**src/rct_pkg.sv**
```systemverilog
// Package for the request credit throttle.
// Holds the result, control and state types, command codes and fixed widths.
// No dependencies; rct_ctrl, rct_dp and the top level import it.
`timescale 1ns / 1ps
`default_nettype none

package rct_pkg;

  // Field widths fixed by the item format.
  localparam int unsigned MethodW = 2;
  localparam int unsigned TagW    = 16;
  localparam int unsigned CreditW = 8;
  localparam int unsigned EntryW  = MethodW + TagW;

  // Credit count and ceiling after reset.
  localparam logic [CreditW-1:0] ResetCredits = 8'd4;

  // Input command codes.
  localparam logic CmdRequest = 1'b0;
  localparam logic CmdTick    = 1'b1;

  // One result item.
  typedef struct packed {
    logic               issue_valid;
    logic [MethodW-1:0] issue_method;
    logic [TagW-1:0]    issue_tag;
    logic               deferred;
    logic               dropped;
    logic [CreditW-1:0] credits_left;
    logic               timer_running;
  } res_t;

  // Controller to datapath commands.
  typedef struct packed {
    logic accept;    // Input transfer happens this cycle.
    logic pop_load;  // Queue read data is valid; load it into the result.
  } ctrl_cmd_t;

  // Datapath to controller status.
  typedef struct packed {
    logic pop_needed;  // The offered item pops the wait queue.
  } dp_status_t;

  // Controller states.
  typedef enum logic {
    ST_IDLE,
    ST_POP
  } state_e;

endpackage : rct_pkg

`default_nettype wire

```
**src/rct_req_if.sv**
```systemverilog
// Input channel of the request credit throttle: valid/ready plus the item.
// Depends on nothing.
`timescale 1ns / 1ps
`default_nettype none

interface rct_req_if;
  logic        valid;
  logic        ready;
  logic        cmd;
  logic [1:0]  method;
  logic [15:0] tag;

  modport source (output valid, cmd, method, tag, input ready);
  modport sink   (input valid, cmd, method, tag, output ready);
endinterface : rct_req_if

`default_nettype wire

```
**src/rct_res_if.sv**
```systemverilog
// Output channel of the request credit throttle: valid/ready plus the result.
// Depends on nothing.
`timescale 1ns / 1ps
`default_nettype none

interface rct_res_if;
  logic        valid;
  logic        ready;
  logic        issue_valid;
  logic [1:0]  issue_method;
  logic [15:0] issue_tag;
  logic        deferred;
  logic        dropped;
  logic [7:0]  credits_left;
  logic        timer_running;

  modport source (output valid, issue_valid, issue_method, issue_tag, deferred, dropped,
                  credits_left, timer_running, input ready);
  modport sink   (input valid, issue_valid, issue_method, issue_tag, deferred, dropped,
                  credits_left, timer_running, output ready);
endinterface : rct_res_if

`default_nettype wire

```
**src/rct_ram.sv**
```systemverilog
// Generic single-write, single-read RAM with registered read data.
// Depends on nothing.
`timescale 1ns / 1ps
`default_nettype none

module rct_ram #(
  parameter int unsigned Width = 18,
  parameter int unsigned Depth = 16
) (
  input  wire logic                     clk_i,
  input  wire logic                     we_i,
  input  wire logic [$clog2(Depth)-1:0] waddr_i,
  input  wire logic [Width-1:0]         wdata_i,
  input  wire logic                     re_i,
  input  wire logic [$clog2(Depth)-1:0] raddr_i,
  output logic      [Width-1:0]         rdata_o
);

  logic [Width-1:0] mem_q [Depth];

  // Write port.
  always_ff @(posedge clk_i) begin
    if (we_i) begin
      mem_q[waddr_i] <= wdata_i;
    end
  end

  // Registered read port; data holds until the next read.
  always_ff @(posedge clk_i) begin
    if (re_i) begin
      rdata_o <= mem_q[raddr_i];
    end
  end

endmodule : rct_ram

`default_nettype wire

```
**src/rct_ctrl.sv**
```systemverilog
// Controller of the request credit throttle: handshakes and result valid.
// Depends on rct_pkg.
`timescale 1ns / 1ps
`default_nettype none

module rct_ctrl (
  input  wire logic                clk_i,
  input  wire logic                rst_ni,
  input  wire logic                in_valid_i,
  output logic                     in_ready_o,
  output logic                     out_valid_o,
  input  wire logic                out_ready_i,
  input  wire rct_pkg::dp_status_t status_i,
  output rct_pkg::ctrl_cmd_t       cmd_o
);
  import rct_pkg::*;

  state_e state_q, state_d;
  logic   out_valid_q, out_valid_d;
  logic   accept;

  // Take a new item only when idle and the result slot is free or draining.
  assign in_ready_o  = (state_q == ST_IDLE) && (!out_valid_q || out_ready_i);
  assign accept      = in_valid_i && in_ready_o;
  assign out_valid_o = out_valid_q;

  // State and result-valid registers.
  always_ff @(posedge clk_i or negedge rst_ni) begin
    if (!rst_ni) begin
      state_q     <= ST_IDLE;
      out_valid_q <= 1'b0;
    end else begin
      state_q     <= state_d;
      out_valid_q <= out_valid_d;
    end
  end

  // Next state and commands.
  always_comb begin
    state_d        = state_q;
    out_valid_d    = out_valid_q && !out_ready_i;
    cmd_o.accept   = accept;
    cmd_o.pop_load = 1'b0;
    unique case (state_q)
      ST_IDLE: begin
        if (accept) begin
          if (status_i.pop_needed) begin
            // Wait in ST_POP for the registered queue read data.
            state_d     = ST_POP;
            out_valid_d = 1'b0;
          end else begin
            out_valid_d = 1'b1;
          end
        end
      end
      ST_POP: begin
        cmd_o.pop_load = 1'b1;
        out_valid_d    = 1'b1;
        state_d        = ST_IDLE;
      end
      default: begin
        state_d = ST_IDLE;
      end
    endcase
  end

  // The result slot is empty while a queue read is in flight.
  a_pop_slot_empty: assert property (@(posedge clk_i) disable iff (!rst_ni)
    (state_q == ST_POP) |-> !out_valid_q)
    else $error("result valid during queue read");

  // A queue read always completes into a presented result on the next cycle.
  a_pop_completes: assert property (@(posedge clk_i) disable iff (!rst_ni)
    (state_q == ST_POP) |=> (state_q == ST_IDLE) && out_valid_q)
    else $error("queue read did not produce a result");

endmodule : rct_ctrl

`default_nettype wire

```
**src/rct_dp.sv**
```systemverilog
// Datapath of the request credit throttle: credits, timer, wait queue, result.
// Depends on rct_pkg and rct_ram.
`timescale 1ns / 1ps
`default_nettype none

module rct_dp #(
  parameter int unsigned QueueDepth = 16
) (
  input  wire logic                           clk_i,
  input  wire logic                           rst_ni,
  input  wire logic                           cfg_we_i,
  input  wire logic [rct_pkg::CreditW-1:0]    cfg_wdata_i,
  input  wire logic                           cmd_i,
  input  wire logic [rct_pkg::MethodW-1:0]    method_i,
  input  wire logic [rct_pkg::TagW-1:0]       tag_i,
  input  wire rct_pkg::ctrl_cmd_t             ctrl_i,
  output rct_pkg::dp_status_t                 status_o,
  output rct_pkg::res_t                       res_o
);
  import rct_pkg::*;

  localparam int unsigned IdxW = $clog2(QueueDepth);
  localparam int unsigned CntW = $clog2(QueueDepth + 1);
  localparam logic [IdxW-1:0] LastIdx = IdxW'(QueueDepth - 1);
  localparam logic [CntW-1:0] FullCnt = CntW'(QueueDepth);

  logic [CreditW-1:0] max_q;
  logic [CreditW-1:0] credit_q, credit_d;
  logic [IdxW-1:0]    head_q, head_d, tail_q, tail_d;
  logic [CntW-1:0]    count_q, count_d;
  logic               timer_q, timer_d;
  res_t               res_q, res_d;
  logic               push, pop;
  logic [EntryW-1:0]  rdata;
  logic [CreditW-1:0] credit_inc;

  // The offered item pops the queue: a tick while running with requests waiting.
  assign status_o.pop_needed = (cmd_i == CmdTick) && timer_q && (count_q != '0);
  assign res_o               = res_q;
  assign credit_inc          = (credit_q < max_q) ? credit_q + 1'b1 : credit_q;

  // Step logic for one accepted item.
  always_comb begin
    credit_d = credit_q;
    head_d   = head_q;
    tail_d   = tail_q;
    count_d  = count_q;
    timer_d  = timer_q;
    push     = 1'b0;
    pop      = 1'b0;
    res_d    = '0;
    if (cmd_i == CmdRequest) begin
      timer_d = 1'b1;
      if (credit_q != '0) begin
        credit_d           = credit_q - 1'b1;
        res_d.issue_valid  = 1'b1;
        res_d.issue_method = method_i;
        res_d.issue_tag    = tag_i;
      end else if (count_q >= FullCnt) begin
        res_d.dropped = 1'b1;
      end else begin
        push           = 1'b1;
        tail_d         = (tail_q == LastIdx) ? '0 : tail_q + 1'b1;
        count_d        = count_q + 1'b1;
        res_d.deferred = 1'b1;
      end
    end else if (timer_q) begin
      if (count_q == '0) begin
        credit_d = credit_inc;
        if (credit_inc >= max_q) begin
          timer_d = 1'b0;
        end
      end else begin
        // Issue fields are filled in later from the queue's registered read data.
        pop               = 1'b1;
        head_d            = (head_q == LastIdx) ? '0 : head_q + 1'b1;
        count_d           = count_q - 1'b1;
        res_d.issue_valid = 1'b1;
      end
    end
    res_d.credits_left  = credit_d;
    res_d.timer_running = timer_d;
  end

  // Control state and the credit ceiling.
  always_ff @(posedge clk_i or negedge rst_ni) begin
    if (!rst_ni) begin
      max_q    <= ResetCredits;
      credit_q <= ResetCredits;
      head_q   <= '0;
      tail_q   <= '0;
      count_q  <= '0;
      timer_q  <= 1'b0;
    end else begin
      if (cfg_we_i) begin
        max_q <= cfg_wdata_i;
      end
      if (ctrl_i.accept) begin
        credit_q <= credit_d;
        head_q   <= head_d;
        tail_q   <= tail_d;
        count_q  <= count_d;
        timer_q  <= timer_d;
      end
    end
  end

  // Result register; a pop fills in the issued request from the queue.
  always_ff @(posedge clk_i) begin
    if (ctrl_i.accept) begin
      res_q <= res_d;
    end else if (ctrl_i.pop_load) begin
      res_q.issue_method <= rdata[EntryW-1:TagW];
      res_q.issue_tag    <= rdata[TagW-1:0];
    end
  end

  // Wait queue storage.
  rct_ram #(
    .Width (EntryW),
    .Depth (QueueDepth)
  ) u_queue (
    .clk_i   (clk_i),
    .we_i    (ctrl_i.accept && push),
    .waddr_i (tail_q),
    .wdata_i ({method_i, tag_i}),
    .re_i    (ctrl_i.accept && pop),
    .raddr_i (head_q),
    .rdata_o (rdata)
  );

  // The fill count never passes the queue depth.
  a_count_bound: assert property (@(posedge clk_i) disable iff (!rst_ni)
    count_q <= FullCnt)
    else $error("wait queue count overflow");

  // An accepted request with credit on hand spends exactly one credit.
  a_credit_spend: assert property (@(posedge clk_i) disable iff (!rst_ni)
    (ctrl_i.accept && (cmd_i == CmdRequest) && (credit_q != '0))
      |=> (credit_q == $past(credit_q) - 1'b1))
    else $error("credit not spent on issued request");

endmodule : rct_dp

`default_nettype wire

```
**src/request_credit_throttle.sv**
```systemverilog
// Top level of the request credit throttle: controller, datapath and channels.
// Depends on rct_pkg, rct_req_if, rct_res_if, rct_ctrl, rct_dp and rct_ram.
//
//   Channel   Dir  Handshake       Payload
//   req_i     in   valid / ready   cmd, method, tag
//   res_o     out  valid / ready   issue_*, deferred, dropped, credits_left, timer_running
//   cfg       in   cfg_we_i        cfg_wdata_i (max_credits)
//
// An item that does not pop the wait queue goes straight to the result register;
// a tick that pops also waits on the registered read port of the queue RAM.
// A finished result is held in an output register; with no queue read pending,
// the next item is taken in the cycle that result transfers out, or once it is empty.
// Reset is asynchronous, active low: credits and ceiling return to 4, queue
// empty, timer stopped. No clearing pass is needed.
// Input ready drops while a result stalls and the output is not taken.
`timescale 1ns / 1ps
`default_nettype none

module request_credit_throttle #(
  parameter int unsigned QUEUE_DEPTH = 16
) (
  input  wire logic       clk_i,
  input  wire logic       rst_ni,
  input  wire logic       cfg_we_i,
  input  wire logic [7:0] cfg_wdata_i,
  rct_req_if.sink         req_i,
  rct_res_if.source       res_o
);
  import rct_pkg::*;

  ctrl_cmd_t  ctrl_cmd;
  dp_status_t dp_status;
  res_t       res;

  // Sequencing of transfers.
  rct_ctrl u_ctrl (
    .clk_i       (clk_i),
    .rst_ni      (rst_ni),
    .in_valid_i  (req_i.valid),
    .in_ready_o  (req_i.ready),
    .out_valid_o (res_o.valid),
    .out_ready_i (res_o.ready),
    .status_i    (dp_status),
    .cmd_o       (ctrl_cmd)
  );

  // Credit, timer and queue state.
  rct_dp #(
    .QueueDepth (QUEUE_DEPTH)
  ) u_dp (
    .clk_i       (clk_i),
    .rst_ni      (rst_ni),
    .cfg_we_i    (cfg_we_i),
    .cfg_wdata_i (cfg_wdata_i),
    .cmd_i       (req_i.cmd),
    .method_i    (req_i.method),
    .tag_i       (req_i.tag),
    .ctrl_i      (ctrl_cmd),
    .status_o    (dp_status),
    .res_o       (res)
  );

  // Result payload onto the output channel.
  assign res_o.issue_valid   = res.issue_valid;
  assign res_o.issue_method  = res.issue_method;
  assign res_o.issue_tag     = res.issue_tag;
  assign res_o.deferred      = res.deferred;
  assign res_o.dropped       = res.dropped;
  assign res_o.credits_left  = res.credits_left;
  assign res_o.timer_running = res.timer_running;

endmodule : request_credit_throttle

`default_nettype wire
```
**src/flat_wrapper.sv**
```systemverilog
// flat-port wrapper written by rule: the top's interface ports become plain ports
module request_credit_throttle_flat import rct_pkg::*;
#(
  parameter int unsigned QUEUE_DEPTH = 16
)
  (clk_i, rst_ni, cfg_we_i, cfg_wdata_i, req_i_valid, req_i_cmd, req_i_method, req_i_tag, req_i_ready, res_o_valid, res_o_issue_valid, res_o_issue_method, res_o_issue_tag, res_o_deferred, res_o_dropped, res_o_credits_left, res_o_timer_running, res_o_ready);
  rct_req_if req_i_i ();
  rct_res_if res_o_i ();
  input  wire logic clk_i;
  input  wire logic rst_ni;
  input  wire logic cfg_we_i;
  input  wire logic [7:0] cfg_wdata_i;
  input wire logic [$bits(req_i_i.valid)-1:0] req_i_valid;
  input wire logic [$bits(req_i_i.cmd)-1:0] req_i_cmd;
  input wire logic [$bits(req_i_i.method)-1:0] req_i_method;
  input wire logic [$bits(req_i_i.tag)-1:0] req_i_tag;
  output wire logic [$bits(req_i_i.ready)-1:0] req_i_ready;
  output wire logic [$bits(res_o_i.valid)-1:0] res_o_valid;
  output wire logic [$bits(res_o_i.issue_valid)-1:0] res_o_issue_valid;
  output wire logic [$bits(res_o_i.issue_method)-1:0] res_o_issue_method;
  output wire logic [$bits(res_o_i.issue_tag)-1:0] res_o_issue_tag;
  output wire logic [$bits(res_o_i.deferred)-1:0] res_o_deferred;
  output wire logic [$bits(res_o_i.dropped)-1:0] res_o_dropped;
  output wire logic [$bits(res_o_i.credits_left)-1:0] res_o_credits_left;
  output wire logic [$bits(res_o_i.timer_running)-1:0] res_o_timer_running;
  input wire logic [$bits(res_o_i.ready)-1:0] res_o_ready;
  assign req_i_i.valid = req_i_valid;
  assign req_i_i.cmd = req_i_cmd;
  assign req_i_i.method = req_i_method;
  assign req_i_i.tag = req_i_tag;
  assign req_i_ready = req_i_i.ready;
  assign res_o_valid = res_o_i.valid;
  assign res_o_issue_valid = res_o_i.issue_valid;
  assign res_o_issue_method = res_o_i.issue_method;
  assign res_o_issue_tag = res_o_i.issue_tag;
  assign res_o_deferred = res_o_i.deferred;
  assign res_o_dropped = res_o_i.dropped;
  assign res_o_credits_left = res_o_i.credits_left;
  assign res_o_timer_running = res_o_i.timer_running;
  assign res_o_i.ready = res_o_ready;
  request_credit_throttle #(.QUEUE_DEPTH(QUEUE_DEPTH)) u_core (.clk_i(clk_i), .rst_ni(rst_ni), .cfg_we_i(cfg_we_i), .cfg_wdata_i(cfg_wdata_i), .req_i(req_i_i), .res_o(res_o_i));
endmodule
```
**config.mk**
```make
export PLATFORM = sky130hd
export DESIGN_NAME = request_credit_throttle_flat
export DESIGN_NICKNAME = d
export VERILOG_FILES = /design/src/rct_pkg.sv /design/src/rct_req_if.sv /design/src/rct_res_if.sv /design/src/rct_ram.sv /design/src/rct_ctrl.sv /design/src/rct_dp.sv /design/src/request_credit_throttle.sv /design/src/flat_wrapper.sv
export SDC_FILE = /design/constraint.sdc
export NUM_CORES = 1
export LEC_CHECK = 0
export BUFFER_PORTS_ARGS = -buffer_cell sky130_fd_sc_hd__buf_2
export CAP_MARGIN = 0
export CORE_AREA = 2 2 199 201
export CTS_CLUSTER_SIZE = 10
export DETAILED_ROUTE_END_ITERATION = 12
export DIE_AREA = 0 0 201 203
export PLACE_DENSITY = 0.56
export SYNTH_ARGS = -nofsm -noshare
export SYNTH_HDL_FRONTEND = slang
export SYNTH_HIERARCHICAL = 1
export SYNTH_SLANG_ARGS = --single-unit
export TNS_END_PERCENT = 100
```
**constraint.sdc**
```tcl
create_clock -name clk_i -period 8.1 [get_ports clk_i]
set_clock_uncertainty 0.2 [all_clocks]
set_input_delay 1.215 -clock clk_i [delete_from_list [all_inputs] [get_ports clk_i]]
set_output_delay 1.215 -clock clk_i [all_outputs]
set_load 0.05 [all_outputs]
```
After elaboration in Yosys (flattened, before gate mapping)
Memory sizes are Yosys's and may differ from the RTL's. A register that Yosys moved wholly into a read port is not among the register bits.
Cells that the tools add are included.

storage, ports and cells
  flip-flop bits (word level) = 62
  latch bits = 0
  memory bits (writable) = 288
  ROM bits = 0
  bits of input ports = 32
  word-level logic and storage cells = 92
  memories kept = 1

cells by class
  $add $sub $neg = 6
  multipliers = 0
  divide/modulo/power cells = 0
  magnitude comparators = 3
  eq/ne operators = 6
  shifts and indexed selects = 0
  muxes and demuxes = 38
  bitwise operators = 5
  reductions and logical operators = 18

memory list
  memory                     depth  bits a word  read ports  clocked after Yosys merged registers in  write ports  RTL line       text
  u_core.u_dp.u_queue.mem_q  16     18           1           1                                        1            rct_ram.sv:19  logic [Width-1:0] mem_q [Depth];

operators with widths
  kind                                                                 count
  8-bit 2-to-1 mux                                                     5
  18-bit 2-to-1 mux                                                    2
  5-bit 2-to-1 mux                                                     5
  20-bit 2-to-1 mux                                                    1
  1-bit 2-to-1 mux                                                     19
  19-bit 2-to-1 mux                                                    1
  4-bit by 1-bit adder with 4-bit output (second input constant)       2
  8-bit by 1-bit adder with 8-bit output (second input constant)       1
  4-bit equality test (second input constant)                          2
  8-bit greater-or-equal comparator                                    1
  8-bit < comparator                                                   1
  4-bit 2-to-1 mux                                                     2
  4-bit AND reduction                                                  2
  8-bit nonzero test                                                   1
  8-bit by 1-bit subtractor with 8-bit output (second input constant)  1
  1-bit logical AND                                                    7
  2-bit != test (second input constant)                                3
  5-bit by 1-bit adder with 5-bit output (second input constant)       1
  5-bit greater-or-equal comparator (second input constant)            1
  5-bit logical NOT                                                    1
  1-bit NOT                                                            5
  5-bit AND reduction                                                  1
  5-bit nonzero test                                                   1
  5-bit by 1-bit subtractor with 5-bit output (second input constant)  1
  7 further kinds                                                      9

Logic depth before layout (Yosys ltp)
Gate-level depths: netlist (run 1).

  depth in word-level cells = 7
  mapped depth = 13

Hierarchy
The synthesis (run 1) kept the hierarchy.

modules (own cells, without submodules)
  module    instances  cells an instance  area each (um^2)  sequential area each (um^2)
  rct_ram   1          482                11502.3           9188.8
  rct_dp    1          367                3649.8            1654.1
  rct_ctrl  1          11                 116.4             50.0

Worst setup path after synthesis (run 1)
Ideal clock, no wire load.

  kind = input port to flip-flop
  start = input port req_i_valid
  end = memory u_core.u_dp.u_queue.mem_q[0][0], enable pin
  data arrival time = 4.255 ns
  required time = 7.484 ns
  slack = 3.230 ns
  stages = 7
  cells stage by stage = inv_1 -> nor3_1 -> buf_4 -> or3b_2 -> nor3_2 -> or3b_2 -> nor3_1

between the ends
  longest elaborated chain between the ends = 4

RTL lines
  what                                    RTL line            text
  from (decl)                             flat_wrapper.sv:13  input wire logic [$bits(req_i_i.valid)-1:0] req_i_valid;
  1-bit logical AND                       rct_ctrl.sv:24      assign accept = in_valid_i && in_ready_o;
  net u_core.u_ctrl.accept                rct_ctrl.sv:20      logic accept;
  1-bit logical AND                       rct_dp.sv:124       .we_i (ctrl_i.accept && push),
  1-bit 2-to-1 mux                        rct_ram.sv:23       if (we_i) begin
  1-bit 2-to-1 mux (implied by the code)  rct_ram.sv:24       mem_q[waddr_i] <= wdata_i;
  to (decl)                               rct_ram.sv:19

The timed path passes the listed nets, and every way through them passes these cells.

==> impl_metrics.json, run 1 <==
{
  "crit_chain": "buf_2, inv_1, nor3_2, buf_4, or3b_2, nor3_2, or3b_2, nor2_2",
  "crit_type": "input pin to flop",
  "dieArea_um2": 40800,
  "path_max_fanout": 43,
  "cts_buffer_depth": 3,
  "hpwl_um": 20700,
  "tightest_slew_ns": 1.16,
  "cts_tree": "done",
  "via_per_inst": 5.46,
  "crit_path_top_delay_cell": "nor2_2",
  "clock-sinks": 368,
  "cts_htree_levels": 2,
  "setup_violations": 0,
  "outcome": "complete, no violations",
  "leakagePower_nw": 5.77,
  "grtUsageTotal": 0.166,
  "ios": 64,
  "max_stage_delay_ns": 0.86,
  "routedWlPerCell_um": 22.6,
  "maxCapViolCount": 0,
  "fin_crit_sh": 0.573,
  "grt_max_degree": 52,
  "floorplan.initialDensity": 0.397,
  "cp-end-kind": "flop",
  "rsz0062_at_grt": "no",
  "critPathRequiredTime_ns": 8.04,
  "grt_pass1_vias": 7872,
  "antenna_found_initial": 0,
  "slew_headroom": 0.204,
  "root_buffer": "clkbuf_16",
  "cts_inserted_buffers": 43,
  "p_int_w": 0.00375,
  "rr_endpoint": "u_core/u_dp/u_queue/mem_q[3][15]",
  "drt.antenna.violating_nets": 0,
  "swShare": 0.299,
  "cts_resized": 0,
  "grt_pass1_wl_um": 50700,
  "vdd_drop_max_uv": 157,
  "ys_warn_count": 6,
  "hp-start": "u_core/u_dp/timer_q",
  "hold_slack_ns": 0.316,
  "holdCritPathClass": "flop to flop",
  "critPathLaunchType": "input pin",
  "rows": 72,
  "drive_above_1_share": 0.225,
  "drtPass1Iterations": 5,
  "drt_iter0_markers": 651,
  "hold_depth": 1,
  "synth-edff-count": 336,
  "async_flop_share": 0.0870,
  "clk_pin_slew_worst_paths_ns": 0.05,
  "reg2regPathDepth": 7,
  "synth-seq-cells": 368,
  "syn_to_final_growth_pct": 13.6,
  "path_buf_inv": 3,
  "critPathTopFamily": "simple AND/OR/NAND/NOR gates",
  "syn_area_um2": 15300,
  "seq_power_share": 0.449,
  "die-width_um": 201,
  "overflow": 0,
  "power.switching_w": 0.00160,
  "r2r_slack_ns": 3.85,
  "yosysUniqueCellTypes": 59,
  "syn_inst": 860,
  "io_buffers": 63,
  "synth-seq-area-share": 0.713,
  "vias": 8015,
  "worstSkewPairLatency_ns": 0.54,
  "arrival_ns": 4.59,
  "final.fill_count": 3344,
  "hold_end": "u_core/u_dp/timer_q",
  "fin_nets": 986,
  "holdBufCountCts": 0,
  "fin_crit_ns": 4.64,
  "drv_slew": 0,
  "max_freq_mhz": 215,
  "combinationalPowerShare": 0.235,
  "drc": 0,
  "pwr_density_cell_nw_per_um2": 309,
  "synthesis.nets": 916,
  "syn_area_per_cell_um2": 17.8,
  "timing.rr.start": "u_core/u_ctrl/out_valid_o",
  "hold_viol_final": 0,
  "die_y_um": 203,
  "synthFlopType": "edfxtp_1",
  "power_frac_clock": 0.316,
  "fin_tns_setup_ns": 0,
  "gp_congestion": 0.745,
  "core_um2": 38500,
  "postCtsSetupBuffers": 0,
  "totalWireLength_um": 33200
}
-- final cells by class --
type	instances	area, um2	area share
Sequential cell	368	10900	0.629
Multi-Input combinational cell	426	4130	0.238
Clock buffer	57	1170	0.0675
Tap cell	518	648	0.0374
Timing Repair Buffer	72	383	0.0221
Inverter	19	71.3	0.00411
Clock inverter	5	37.5	0.00216
Antenna cell	2	5.00	0.000289
-- power groups by stage --
stage | sequential [W] | clock [W] | combinational (W)
finish | 0.00240 | 0.00169 | 0.00126
global route | 0.00243 | 0.00181 | 0.00137
CTS | 0.00241 | 0.00174 | 0.00126
detailed placement | 0.00245 | 0 | 0.00126
global placement | 0.00244 | 0 | 0.00125
floorplan | 0.00242 | 0 | 0.000926
-- cells in the mapped netlist (9+ instances only) --
master / instances / share of area
edfxtp_1: 336 / 0.66
nand2_1: 70 / 0.017
mux4_2: 50 / 0.074
a22oi_1: 36 / 0.018
dfrtp_1: 30 / 0.049
nor2_1: 30 / 0.0074
clkbuf_1: 24 / 0.0059
ha_1: 23 / 0.019
mux4_1: 22 / 0.038
inv_1: 19 / 0.0047
o21ai_0: 19 / 0.0062
o2bb2ai_1: 18 / 0.010
xnor2_1: 15 / 0.0086
a21oi_1: 14 / 0.0046
nand3_1: 14 / 0.0046
a21o_1: 11 / 0.0054
nor3_1: 9 / 0.0029
-- worst register-to-register path, cell delays in order (launching register included) --
cell	delay (ns)
dfrtp_1	0.37
nor2b_4	0.14
nor3_2	0.10
buf_4	0.47
or3b_2	0.53
nor3_2	0.59
or3b_2	0.58
nor2_2	0.86
-- routing by layer --
metal  vias up  global-route usage  share of wire
met5         -                   0              0
met2       228               0.239           0.43
li1       3601                   -              -
met3        37              0.0276          0.058
met1      4149               0.260           0.49
met4         0              0.0418          0.014
-- per-stage QoR --
step                instances  total power (W)  worst slack, ns   util  instance area, um2
finish                   1467          0.00535             3.46  0.451               17300
global route             1465          0.00561             3.32  0.451               17300
CTS                      1465          0.00541             3.45  0.451               17300
detailed placement       1403          0.00370             2.90  0.419               16100
global placement         1403          0.00369             2.98  0.419               16100
floorplan                 860          0.00335             3.23      -               15300
-- registers in the layout, indices dropped and copies added, names as in the netlist --
register                     cells
u_core/u_ctrl/out_valid_o        1
u_core/u_ctrl/state_q            1
u_core/u_dp/count_q              5
u_core/u_dp/credit_q             8
u_core/u_dp/head_q               4
u_core/u_dp/max_q                8
u_core/u_dp/res_o               30
u_core/u_dp/tail_q               4
u_core/u_dp/timer_q              1
u_core/u_dp/u_queue/mem_q      288
u_core/u_dp/u_queue/rdata_o     18
-- worst max path at each step --
stage,startpoint,endpoint,slack (ns),depth (start not counted)
6_report,req_i_valid,u_core/u_dp/u_queue/mem_q[3][15],3.46,8
5_1_grt,req_i_valid,u_core/u_dp/u_queue/mem_q[3][6],3.32,8
3_5_place_dp,req_i_valid,u_core/u_dp/u_queue/mem_q[1][9],2.90,8
3_3_place_gp,req_i_valid,u_core/u_dp/u_queue/mem_q[1][12],2.98,8
4_1_cts,req_i_valid,u_core/u_dp/u_queue/mem_q[1][6],3.45,8
2_1_floorplan,req_i_valid,u_core/u_dp/u_queue/mem_q[0][0],3.23,7
-- cells in the final DEF, fill, tap and decap left out, types with 4 or more instances in the layout --
| cell | synthesis | final |
|---|---|---|
| a211o_1 | 7 | 7 |
| a21o_1 | 11 | 11 |
| a21oi_1 | 14 | 14 |
| a22oi_1 | 36 | 36 |
| buf_2 | 6 | 63 |
| buf_4 | 6 | 9 |
| clkbuf_1 | 24 | 11 |
| clkbuf_16 | 0 | 44 |
| dfrtp_1 | 30 | 28 |
| edfxtp_1 | 336 | 336 |
| ha_1 | 23 | 23 |
| inv_1 | 19 | 19 |
| mux2_2 | 4 | 4 |
| mux4_1 | 22 | 22 |
| mux4_2 | 50 | 50 |
| nand2_1 | 70 | 70 |
| nand2b_1 | 5 | 5 |
| nand3_1 | 14 | 14 |
| nand4_1 | 7 | 7 |
| nor2_1 | 30 | 17 |
| nor2_2 | 0 | 13 |
| nor3_1 | 9 | 4 |
| nor3_2 | 1 | 6 |
| o211ai_1 | 6 | 6 |
| o21ai_0 | 19 | 19 |
| o2bb2ai_1 | 18 | 18 |
| or3b_2 | 4 | 4 |
| or4_1 | 5 | 5 |
| xnor2_1 | 15 | 15 |
| xor2_1 | 7 | 7 |
-- kinds of logic (layout without fill, tap and decap cells) --
logic type / Yosys count / after routing / synth area share
other: 0 / 2 / 0
flip-flops: 368 / 368 / 0.713
AO/OA/AOI/OAI: 129 / 129 / 0.0603
AND/OR/NAND/NOR: 173 / 173 / 0.0570
buffers and inverters: 66 / 153 / 0.0207
XOR/XNOR: 22 / 22 / 0.0126
adder cells (fa/ha/maj): 24 / 24 / 0.0202
multiplexers: 78 / 78 / 0.116
Power figures use the tool's default switching activity.
==> inputs of run 2 (changes only) <==
PLACE_DENSITY = 0.58   (was 0.56)
clock period = 3.97 ns   (was 8.1 ns; I/O delays follow)
==> impl_metrics.json, run 2 (synthesis results as in run 1) <==
{
  "outcome": "complete, no violations",
  "place_area_um2": 16500,
  "seq_power_share": 0.436,
  "arrival_ns": 3.67,
  "cts_htree_levels": 2,
  "path_max_fanout": 15,
  "io_buffers": 63,
  "fin_tns_setup_ns": 0,
  "holdCritPathClass": "input pin to flop",
  "vias": 8227,
  "hold_depth": 3,
  "clock-sinks": 368,
  "combinationalPowerShare": 0.250,
  "cts_tree": "done",
  "timing.rr.start": "u_core/u_dp/credit_q[2]",
  "core_um2": 38500,
  "reg2regPathDepth": 12,
  "ios": 64,
  "root_buffer": "clkbuf_16",
  "critPathLaunchType": "flop",
  "critPathRequiredTime_ns": 4.16,
  "cp-end-kind": "flop",
  "die-width_um": 201,
  "via_per_inst": 5.46,
  "drtPass1Iterations": 5,
  "vdd_drop_max_uv": 331,
  "floorplan.initialDensity": 0.397,
  "cts_inserted_buffers": 43,
  "rows": 72,
  "hold_end": "u_core/u_dp/max_q[7]",
  "pwr_density_cell_nw_per_um2": 620,
  "drv_slew": 0,
  "dieArea_um2": 40800,
  "hold_viol_final": 0,
  "hold_slack_ns": 0.0869,
  "p_int_w": 0.00773,
  "power_frac_clock": 0.314,
  "fin_nets": 1027,
  "holdBufCountCts": 1,
  "final_common_cell": "edfxtp_1",
  "r2r_slack_ns": 0.49,
  "postLayoutCellArea_um2": 17700,
  "cts_buffer_depth": 3,
  "overflow": 0,
  "hpwl_um": 22100,
  "largest-register": "u_core/u_dp/u_queue/mem_q",
  "gp_congestion": 0.826,
  "routedWlPerCell_um": 23.1,
  "grt_pass1_vias": 8512,
  "totalWireLength_um": 34800,
  "fin_crit_sh": 0.877,
  "die_y_um": 203,
  "clk_pin_slew_worst_paths_ns": 0.05,
  "slew_headroom": 0.172,
  "placed_cells": 1443,
  "worstSkewPairLatency_ns": 0.53,
  "grtUsageTotal": 0.175,
  "max_freq_mhz": 287,
  "tightest_slew_ns": 1.24,
  "hp-start": "cfg_wdata_i[7]",
  "power.switching_w": 0.00322,
  "postCtsSetupBuffers": 0,
  "diodes": 0,
  "grt_max_degree": 43,
  "power_w": 0.0110,
  "grt_pass1_wl_um": 53200,
  "syn_to_final_growth_pct": 15.7,
  "mostFrequentLayoutCells": "336 x edfxtp_1, 70 x nand2_1, 63 x buf_2, 50 x mux4_2, 48 x buf_4",
  "maxCapViolCount": 0,
  "drt.antenna.violating_nets": 0,
  "setup_violations": 0,
  "antenna_found_initial": 0,
  "instances_no_fill": 1506,
  "drt_iter0_markers": 593,
  "cts_resized": 0,
  "drc": 0,
  "crit_type": "flop to flop",
  "largest_register_ffs": 288,
  "fin_crit_ns": 3.48,
  "swShare": 0.294,
  "leakagePower_nw": 5.95,
  "drive_above_1_share": 0.254,
  "rsz0062_at_grt": "no",
  "rr_endpoint": "u_core/u_dp/res_o[0]"
}
[run 2: area by class of cell]
type | count | area [um2]
multi-input cells | 426 | 4150
clock buffers | 59 | 1150
flip-flops and latches | 368 | 10900
well taps | 518 | 648
clock inverters | 3 | 43.8
inverters | 19 | 71.3
fillers | 3318 | 20800
repair buffers | 113 | 706
[run 2: worst max-delay path, cell delays in order, from the launching register on]
cell and delay (ns):
dfstp_2 0.68, ha_1 0.30, a211oi_1 0.24, o21ai_1 0.17, a21o_1 0.27, nor2_1 0.15, xor2_1 0.17, ha_1 0.26
a21o_1 0.18, a21o_1 0.17, a211o_1 0.28, a21oi_1 0.15, nand3b_1 0.13
[run 2: worst max-delay path by stage]
stage | cells after the start | slack [ns] | end | from
floorplan | 7 | 0.13 | u_core/u_dp/u_queue/mem_q[1][0] | u_core/u_ctrl/out_valid_o
global placement | 12 | 0.60 | u_core/u_dp/res_o[0] | u_core/u_dp/credit_q[2]
detailed placement | 12 | 0.51 | u_core/u_dp/res_o[0] | u_core/u_dp/credit_q[2]
CTS | 12 | 0.49 | u_core/u_dp/res_o[0] | u_core/u_dp/credit_q[2]
global route | 12 | 0.20 | u_core/u_dp/res_o[0] | u_core/u_dp/credit_q[2]
finish | 12 | 0.49 | u_core/u_dp/res_o[0] | u_core/u_dp/credit_q[2]
[run 2: stage by stage]
step	utilization	setup WS, ns
after CTS	0.459	0.488
after detailed placement	0.428	0.514
after floorplan	-	0.135
final	0.459	0.488
after global placement	0.428	0.597
after global routing	0.459	0.203
[run 2: power groups by stage]
stage               Clock, W  Combinational, W  Sequential (W)
detailed placement         0           0.00276         0.00485
floorplan                  0           0.00189         0.00494
CTS                  0.00353           0.00277         0.00478
global placement           0           0.00272         0.00485
finish               0.00344           0.00274         0.00477
global route         0.00368           0.00297         0.00481
[run 2: per-layer routing]
metal  vias to the layer above  track usage  wire [um]
met5                         -            0          0
met4                         0       0.0545        855
met3                        62       0.0345       1900
met2                       240        0.283      16500
met1                      4246        0.239      15500
li1                       3679            -          -
